[src/rtl/core/cfwr_pkg.sv]
// ----------------------------------------------------------------------------
// cfwr_pkg
// Shared types and constants for the ring-buffer queue with match-and-replace.
// ----------------------------------------------------------------------------
package cfwr_pkg;

  localparam int unsigned SlotsDflt = 16;
  localparam int unsigned WordW     = 32;

  typedef enum logic [1:0] {
    KIND_ENQ = 2'd0,
    KIND_DEQ = 2'd1,
    KIND_CLR = 2'd2,
    KIND_REP = 2'd3
  } kind_e;

  typedef enum logic [1:0] {
    ST_OK    = 2'd0,
    ST_FULL  = 2'd1,
    ST_EMPTY = 2'd2
  } status_e;

  // controller -> datapath
  typedef struct packed {
    logic    enq;         // write word at tail, advance tail
    logic    deq;         // advance head
    logic    clr;         // both indices back to zero
    logic    scan_start;  // latch match/replacement, scan pointer to head
    logic    scan_step;   // compare/write current slot, move to next
    logic    res_load;    // load result register
    logic    res_use_rd;  // result word comes from the storage read
    status_e res_status;
  } cmd_t;

  // datapath -> controller
  typedef struct packed {
    logic empty;
    logic full;
    logic scan_last;
    logic out_free;
  } sts_t;

endpackage

[src/rtl/core/circular_fifo_with_replace_core.sv]
// ----------------------------------------------------------------------------
// circular_fifo_with_replace_core
// Ring-buffer queue of 32-bit words with enqueue, dequeue, clear and replace.
// ----------------------------------------------------------------------------
// One request is handled at a time. Enqueue, clear, and a dequeue or replace on
// an empty queue finish in the cycle they are accepted; a dequeue that removes
// a word finishes in S_DEQ because the storage read is registered; replace
// walks the N queued words (N up to SLOTS-1) in S_SCAN, as the single-port-read
// storage is scanned one word per cycle, compare and write back following
// each read. The result sits in an output register, so it shows on the
// master side the cycle after the request completes, and a new request is
// taken as soon as that register is free or being drained.
// Storage holds SLOTS words, at most SLOTS-1 queued.
module circular_fifo_with_replace_core #(
  parameter int unsigned SLOTS = cfwr_pkg::SlotsDflt
) (
  input  logic        clk_i,
  input  logic        rst_ni,
  input  logic        s_axis_tvalid,
  output logic        s_axis_tready,
  input  logic [63:0] s_axis_tdata,   // [31:0] value, [63:32] match_value
  input  logic [1:0]  s_axis_tuser,   // [1:0] kind
  output logic        m_axis_tvalid,
  input  logic        m_axis_tready,
  output logic [31:0] m_axis_tdata,   // [31:0] data_out
  output logic [7:0]  m_axis_tuser    // [1:0] status, [2] is_empty, [3] is_full
);
  import cfwr_pkg::*;

  cmd_t    cmd;
  sts_t    sts;
  status_e status;
  logic    empty, full;

  cfwr_ctrl u_ctrl (
    .clk_i         (clk_i),
    .rst_ni        (rst_ni),
    .s_axis_tvalid (s_axis_tvalid),
    .s_axis_tready (s_axis_tready),
    .kind_i        (kind_e'(s_axis_tuser)),
    .sts_i         (sts),
    .cmd_o         (cmd)
  );

  cfwr_dpath #(
    .SLOTS (SLOTS)
  ) u_dpath (
    .clk_i         (clk_i),
    .rst_ni        (rst_ni),
    .cmd_i         (cmd),
    .sts_o         (sts),
    .value_i       (s_axis_tdata[31:0]),
    .match_i       (s_axis_tdata[63:32]),
    .m_axis_tvalid (m_axis_tvalid),
    .m_axis_tready (m_axis_tready),
    .data_o        (m_axis_tdata),
    .status_o      (status),
    .empty_o       (empty),
    .full_o        (full)
  );

  assign m_axis_tuser = {4'b0000, full, empty, status};

endmodule

[src/rtl/core/cfwr_ctrl.sv]
// ----------------------------------------------------------------------------
// cfwr_ctrl
// Sequencer: decodes each request and steps dequeue and replace scans.
// ----------------------------------------------------------------------------
module cfwr_ctrl (
  input  logic             clk_i,
  input  logic             rst_ni,
  input  logic             s_axis_tvalid,
  output logic             s_axis_tready,
  input  cfwr_pkg::kind_e  kind_i,
  input  cfwr_pkg::sts_t   sts_i,
  output cfwr_pkg::cmd_t   cmd_o
);
  import cfwr_pkg::*;

  typedef enum logic [2:0] {
    S_IDLE = 3'b001,
    S_DEQ  = 3'b010,
    S_SCAN = 3'b100
  } state_e;

  state_e state_q, state_d;
  logic   acc;

  assign s_axis_tready = (state_q == S_IDLE) && sts_i.out_free;
  assign acc           = s_axis_tvalid && s_axis_tready;

  always_comb begin
    state_d = state_q;
    cmd_o   = '0;
    cmd_o.res_status = ST_OK;
    case (state_q)
      S_IDLE: begin
        if (acc) begin
          case (kind_i)
            KIND_ENQ: begin
              cmd_o.enq        = !sts_i.full;
              cmd_o.res_load   = 1'b1;
              cmd_o.res_status = sts_i.full ? ST_FULL : ST_OK;
            end
            KIND_DEQ: begin
              if (sts_i.empty) begin
                cmd_o.res_load   = 1'b1;
                cmd_o.res_status = ST_EMPTY;
              end else begin
                // storage read of head is under way
                state_d = S_DEQ;
              end
            end
            KIND_CLR: begin
              cmd_o.clr      = 1'b1;
              cmd_o.res_load = 1'b1;
            end
            KIND_REP: begin
              if (sts_i.empty) begin
                cmd_o.res_load = 1'b1;
              end else begin
                cmd_o.scan_start = 1'b1;
                state_d          = S_SCAN;
              end
            end
            default: ;
          endcase
        end
      end
      S_DEQ: begin
        cmd_o.deq        = 1'b1;
        cmd_o.res_load   = 1'b1;
        cmd_o.res_use_rd = 1'b1;
        state_d          = S_IDLE;
      end
      S_SCAN: begin
        cmd_o.scan_step = 1'b1;
        if (sts_i.scan_last) begin
          cmd_o.res_load = 1'b1;
          state_d        = S_IDLE;
        end
      end
      default: state_d = S_IDLE;
    endcase
  end

  always_ff @(posedge clk_i or negedge rst_ni) begin
    if (!rst_ni) begin
      state_q <= S_IDLE;
    end else begin
      state_q <= state_d;
    end
  end

endmodule

[src/rtl/core/cfwr_dpath.sv]
// ----------------------------------------------------------------------------
// cfwr_dpath
// Indices, word storage, replace scan pointer and the result register.
// ----------------------------------------------------------------------------
module cfwr_dpath #(
  parameter int unsigned SLOTS = cfwr_pkg::SlotsDflt
) (
  input  logic                          clk_i,
  input  logic                          rst_ni,
  input  cfwr_pkg::cmd_t                cmd_i,
  output cfwr_pkg::sts_t                sts_o,
  input  logic [cfwr_pkg::WordW-1:0]    value_i,
  input  logic [cfwr_pkg::WordW-1:0]    match_i,
  output logic                          m_axis_tvalid,
  input  logic                          m_axis_tready,
  output logic [cfwr_pkg::WordW-1:0]    data_o,
  output cfwr_pkg::status_e             status_o,
  output logic                          empty_o,
  output logic                          full_o
);
  import cfwr_pkg::*;

  localparam int unsigned IdxW = (SLOTS > 1) ? $clog2(SLOTS) : 1;

  function automatic logic [IdxW-1:0] nxt(input logic [IdxW-1:0] i);
    return (i == IdxW'(SLOTS - 1)) ? '0 : i + IdxW'(1);
  endfunction

  logic [WordW-1:0] mem [SLOTS];

  logic [IdxW-1:0]  head_q, head_d, tail_q, tail_d, ptr_q, ptr_nx, rd_addr, wr_addr;
  logic [WordW-1:0] rd_data_q, wr_data, match_q, value_q;
  logic             wr_en, hit;
  logic             out_valid_q;
  logic [WordW-1:0] out_data_q;
  status_e          out_status_q;
  logic             out_empty_q, out_full_q;

  assign ptr_nx  = nxt(ptr_q);
  assign hit     = (rd_data_q == match_q);
  assign rd_addr = cmd_i.scan_step ? ptr_nx : head_q;

  always_comb begin
    head_d = head_q;
    tail_d = tail_q;
    if (cmd_i.clr) begin
      head_d = '0;
      tail_d = '0;
    end else begin
      if (cmd_i.deq) head_d = nxt(head_q);
      if (cmd_i.enq) tail_d = nxt(tail_q);
    end
  end

  // enqueue and replace writes never fall in the same cycle
  always_comb begin
    wr_en   = 1'b0;
    wr_addr = tail_q;
    wr_data = value_i;
    if (cmd_i.enq) begin
      wr_en = 1'b1;
    end else if (cmd_i.scan_step && hit) begin
      wr_en   = 1'b1;
      wr_addr = ptr_q;
      wr_data = value_q;
    end
  end

  always_ff @(posedge clk_i) begin
    if (wr_en) mem[wr_addr] <= wr_data;
    rd_data_q <= mem[rd_addr];
  end

  always_ff @(posedge clk_i or negedge rst_ni) begin
    if (!rst_ni) begin
      head_q      <= '0;
      tail_q      <= '0;
      out_valid_q <= 1'b0;
    end else begin
      head_q <= head_d;
      tail_q <= tail_d;
      if (cmd_i.res_load)     out_valid_q <= 1'b1;
      else if (m_axis_tready) out_valid_q <= 1'b0;
    end
  end

  always_ff @(posedge clk_i) begin
    if (cmd_i.scan_start) begin
      ptr_q   <= head_q;
      match_q <= match_i;
      value_q <= value_i;
    end else if (cmd_i.scan_step) begin
      ptr_q <= ptr_nx;
    end
    if (cmd_i.res_load) begin
      out_data_q   <= cmd_i.res_use_rd ? rd_data_q : '0;
      out_status_q <= cmd_i.res_status;
      out_empty_q  <= (head_d == tail_d);
      out_full_q   <= (nxt(tail_d) == head_d);
    end
  end

  assign sts_o.empty     = (head_q == tail_q);
  assign sts_o.full      = (nxt(tail_q) == head_q);
  assign sts_o.scan_last = (ptr_nx == tail_q);
  assign sts_o.out_free  = !out_valid_q || m_axis_tready;

  assign m_axis_tvalid = out_valid_q;
  assign data_o        = out_data_q;
  assign status_o      = out_status_q;
  assign empty_o       = out_empty_q;
  assign full_o        = out_full_q;

endmodule

[config.mk]
export PLATFORM = sky130hd
export DESIGN_NAME = circular_fifo_with_replace_core
export DESIGN_NICKNAME = d
export VERILOG_FILES = /design/src/rtl/core/cfwr_pkg.sv /design/src/rtl/core/circular_fifo_with_replace_core.sv /design/src/rtl/core/cfwr_ctrl.sv /design/src/rtl/core/cfwr_dpath.sv
export SDC_FILE = /design/constraint.sdc
export NUM_CORES = 1
export LEC_CHECK = 0
export ABC_AREA = 1
export BUFFER_PORTS_ARGS = -buffer_cell sky130_fd_sc_hd__buf_4
export CAP_MARGIN = 20
export CELL_PAD_IN_SITES_DETAIL_PLACEMENT = 0
export CELL_PAD_IN_SITES_GLOBAL_PLACEMENT = 1
export CORE_MARGIN = 3
export CORE_UTILIZATION = 40
export CTS_BUF_LIST = sky130_fd_sc_hd__clkbuf_16
export DETAILED_ROUTE_END_ITERATION = 10
export PLACE_DENSITY = 0.76
export SLEW_MARGIN = 20
export SYNTH_ARGS = -nofsm -noshare
export SYNTH_HDL_FRONTEND = slang
export SYNTH_HIERARCHICAL = 1
export SYNTH_SLANG_ARGS = --single-unit
[constraint.sdc]
create_clock -name clk_i -period 5.85 [get_ports clk_i]
set_input_delay 1.17 -clock clk_i [delete_from_list [all_inputs] [get_ports clk_i]]
set_output_delay 1.17 -clock clk_i [all_outputs]
set_load 0.03 [all_outputs]
==> out/metrics.cfg <==
[status]
status=completed

[power_and_ir_drop]
power_per_cell_area_mw_per_mm2=443
total_leakage_power_nw=12.2
switching_power_w=0.00485
ir_drop_uv=978
p_comb_frac=0.293
clockPowerShare=0.293
swShare=0.349
p_int_w=0.00906
seqPwrFrac=0.414

[critical_path]
cp_top_family=simple AND/OR/NAND/NOR gates
path_cells=ha_1 > nand2_1 > o21ai_0 > xnor2_1 > nor4_1 > nor3_1 > inv_1 > nand3_2 > nand2_1 > nand2_1 > nand3_1 > nor2_4 > buf_4
cp.required_ns=6.14
crit_path_top_delay_cell=nor2_4
cp_max_fo=17
endpoint_kind=flop
r2r_slack_ns=1.51
cp.arrival_ns=4.63
crit_buf_inv=2
crit_top_cell=nand2_1
cpPeakStageDelay_ns=0.76
cp-start-kind=flop
path_class=flop to flop

[placement]
dp_hpwl_um=39200
portBuffers=107
place_ws_ns=1.16
routabilityCongestion=0.874

[final_layout]
drive_gt1_frac=0.118
area_delta_synth_final_pct=14.1
final_core_util=0.465
finalNetCount=2528

[grt]
grt_pass1_wl_um=99100
overflow=0
antenna_found_initial=5
grt_usage=0.185
grt_pass1_vias=16249
grt_max_degree=248

[routing]
vias=17253
drt_iter0_drc=1903
routed_wl_um=67000
vias_per_cell=5.12
drt.antenna.violating_nets=0
drc=0
drt-pass1-iter-count=6
drt-wirelength-per-cell_um=19.9

[sta]
worst_clock_skew_ns=0.0243
fin_crit_sh=0.741
min_period_ns=4.34
worst_pin_slew_ns=1.07
max_freq_mhz=231
slew_headroom=0.283
final_max_slew_viol_count=0
fin_ws_ns=1.51
rsz0062_at_grt=no
setup_tns_ns=0
hold_viol=0
setup_viol=0

[die]
chipHeight_um=268
die_w_um=268
design.portCount=112
num_rows=95
core_mm2=0.0676
start_util=0.407
die_area_mm2=0.0720

[cts]
clk_pin_slew_ns=0.06
cts-root-buf=clkbuf_16
clock_sinks=660
ctsHoldBuffers=0
clock_tree.buffer_depth=3
cts_tree=done
cts_setup_buffers=0
clk_latency_ns=0.61
cts_resized=0
numCtsBuffers=71
cts_max_level=3

[synth]
synth_edf_count=616
yosys.area_share.adder=0.00182
post-synth-top-count-cell=edfxtp_1
synth_xor_area_frac=0.00796
synthMuxAreaShare=0
seq_area_frac_synth=0.706
ys_types=45
synth_area_mm2=0.0275
yosysWarnings=6
async_flop_share=0.0182
synth.top_cell.area_share=0.672
ys_ff_latch=660
syn_area_per_cell_um2=11.7
syn-instance-count=2357
yosys.area.top_type=edfxtp_1
ys_top_cells_by_area=edfxtp_1, nand2_1, inv_1
synth_top_family_by_area=simple AND/OR/NAND/NOR gates
yosys-top-cells-count=edfxtp_1, nand2_1, inv_1
synth-main-ff-cell=edfxtp_1
synth-compound-area-share=0.0913
yosys.area_share.simple=0.116

[flow_run]
drv_cap=0

[worst_hold_path]
hold_path.class=input pin to async pin

[layer usage]
metal	wire length, um	GRT usage	vias to the layer above	share of wire
li1	-	-	8307	-
met1	29500	0.258	8214	0.44
met2	31000	0.298	612	0.46
met3	4590	0.0298	120	0.068
met4	1890	0.0587	0	0.028
met5	0	0	-	0
[worst reg2reg max path, delay by kind of cell, from the launching register on]
family | cells | cell delay [ns]
simple gates | 8 | 2.18
buf+inv | 2 | 0.69
flops | 1 | 0.47
compound gates | 1 | 0.31
fa+ha+maj | 1 | 0.21
xor+xnor | 1 | 0.16
[placed cells by master, fill, tap and decap left out, types with 2 or more instances in the layout]
master     instances
edfxtp_1         616
nand2_1          432
inv_1            387
nand3_1          209
buf_4            135
a21oi_1          133
o211ai_1         129
o21ai_0          105
clkbuf_16         72
nor2_1            43
o21ai_1           41
dfxtp_1           32
nor2_4            18
xor2_1            16
clkinv_1          14
clkinv_2          11
dfrtp_1           11
buf_12            10
nand4_1            9
xnor2_1            9
inv_2              8
o21ai_4            7
or2_2              5
conb_1             4
nor3_1             4
nand2_2            4
ha_1               4
clkinv_8           3
nor4_1             3
bufinv_16          2
clkinv_4           2
nand3_4            2
nor2_2             2
nor3_2             2
a21oi_2            2
o21ai_2            2
[power by group through the flow]
stage	clock network (W)	logic, W	registers (W)
floorplan	0	0.00284	0.00589
global placement	0	0.00398	0.00586
detailed placement	0	0.00406	0.00586
CTS	0.00416	0.00407	0.00576
global route	0.00436	0.00451	0.00579
finish	0.00407	0.00408	0.00576
[final cells by class]
| cell class | instances | area (um^2) |
|---|---|---|
| timing repair buffer | 145 | 1210 |
| antenna | 1 | 2.50 |
| clock buffer | 72 | 1800 |
| clock inverter | 46 | 288 |
| tap | 873 | 1090 |
| fill | 5940 | 36200 |
| inverter | 382 | 1440 |
| multi-input combinational | 1194 | 6140 |
| sequential | 660 | 19400 |
[registers in the layout, indices dropped and copies added, names as in the netlist, 4 cells and up]
| signal | cells |
|---|---|
| u_dpath/head_q | 4 |
| u_dpath/ptr_q | 4 |
| u_dpath/value_q | 32 |
| u_dpath/rd_data_q | 32 |
| u_dpath/match_q | 32 |
| u_dpath/tail_q | 4 |
| u_dpath/mem | 512 |
| u_dpath/data_o | 32 |
[final timing paths]
check / start / endpoint / cells past startpoint
hold reg to reg: u_dpath/m_axis_tvalid / u_dpath/m_axis_tvalid / 2
max in group asynchronous: rst_ni / u_ctrl/state_q[0] / 1
setup / recovery: u_dpath/tail_q[1] / u_dpath/mem[8][5] / 13
setup reg to reg: u_dpath/tail_q[1] / u_dpath/mem[8][5] / 13
min in group clk_i: u_dpath/m_axis_tvalid / u_dpath/m_axis_tvalid / 2
hold / removal: rst_ni / u_dpath/head_q[3] / 1
[through the flow]
step	total power [W]	instance area (um^2)	instances	hold WS (ns)
6_report	0.0139	31400	3373	0.403
5_1_grt	0.0147	31400	3372	0.379
4_1_cts	0.0140	31400	3372	0.367
3_5_place_dp	0.00991	29300	3254	0.510
3_3_place_gp	0.00984	29300	3254	0.521
2_1_floorplan	0.00873	27500	2360	0.485
[logic make-up (layout without fill, tap and decap cells)]
logic type	count (synthesis)	after routing
AND/OR/NAND/NOR	739	739
adder cells (fa/ha/maj)	4	4
other	1	5
XOR/XNOR	25	25
flip-flops	660	660
AO/OA/AOI/OAI	422	422
buffers and inverters	506	645
Power figures use the tool's default switching activity.
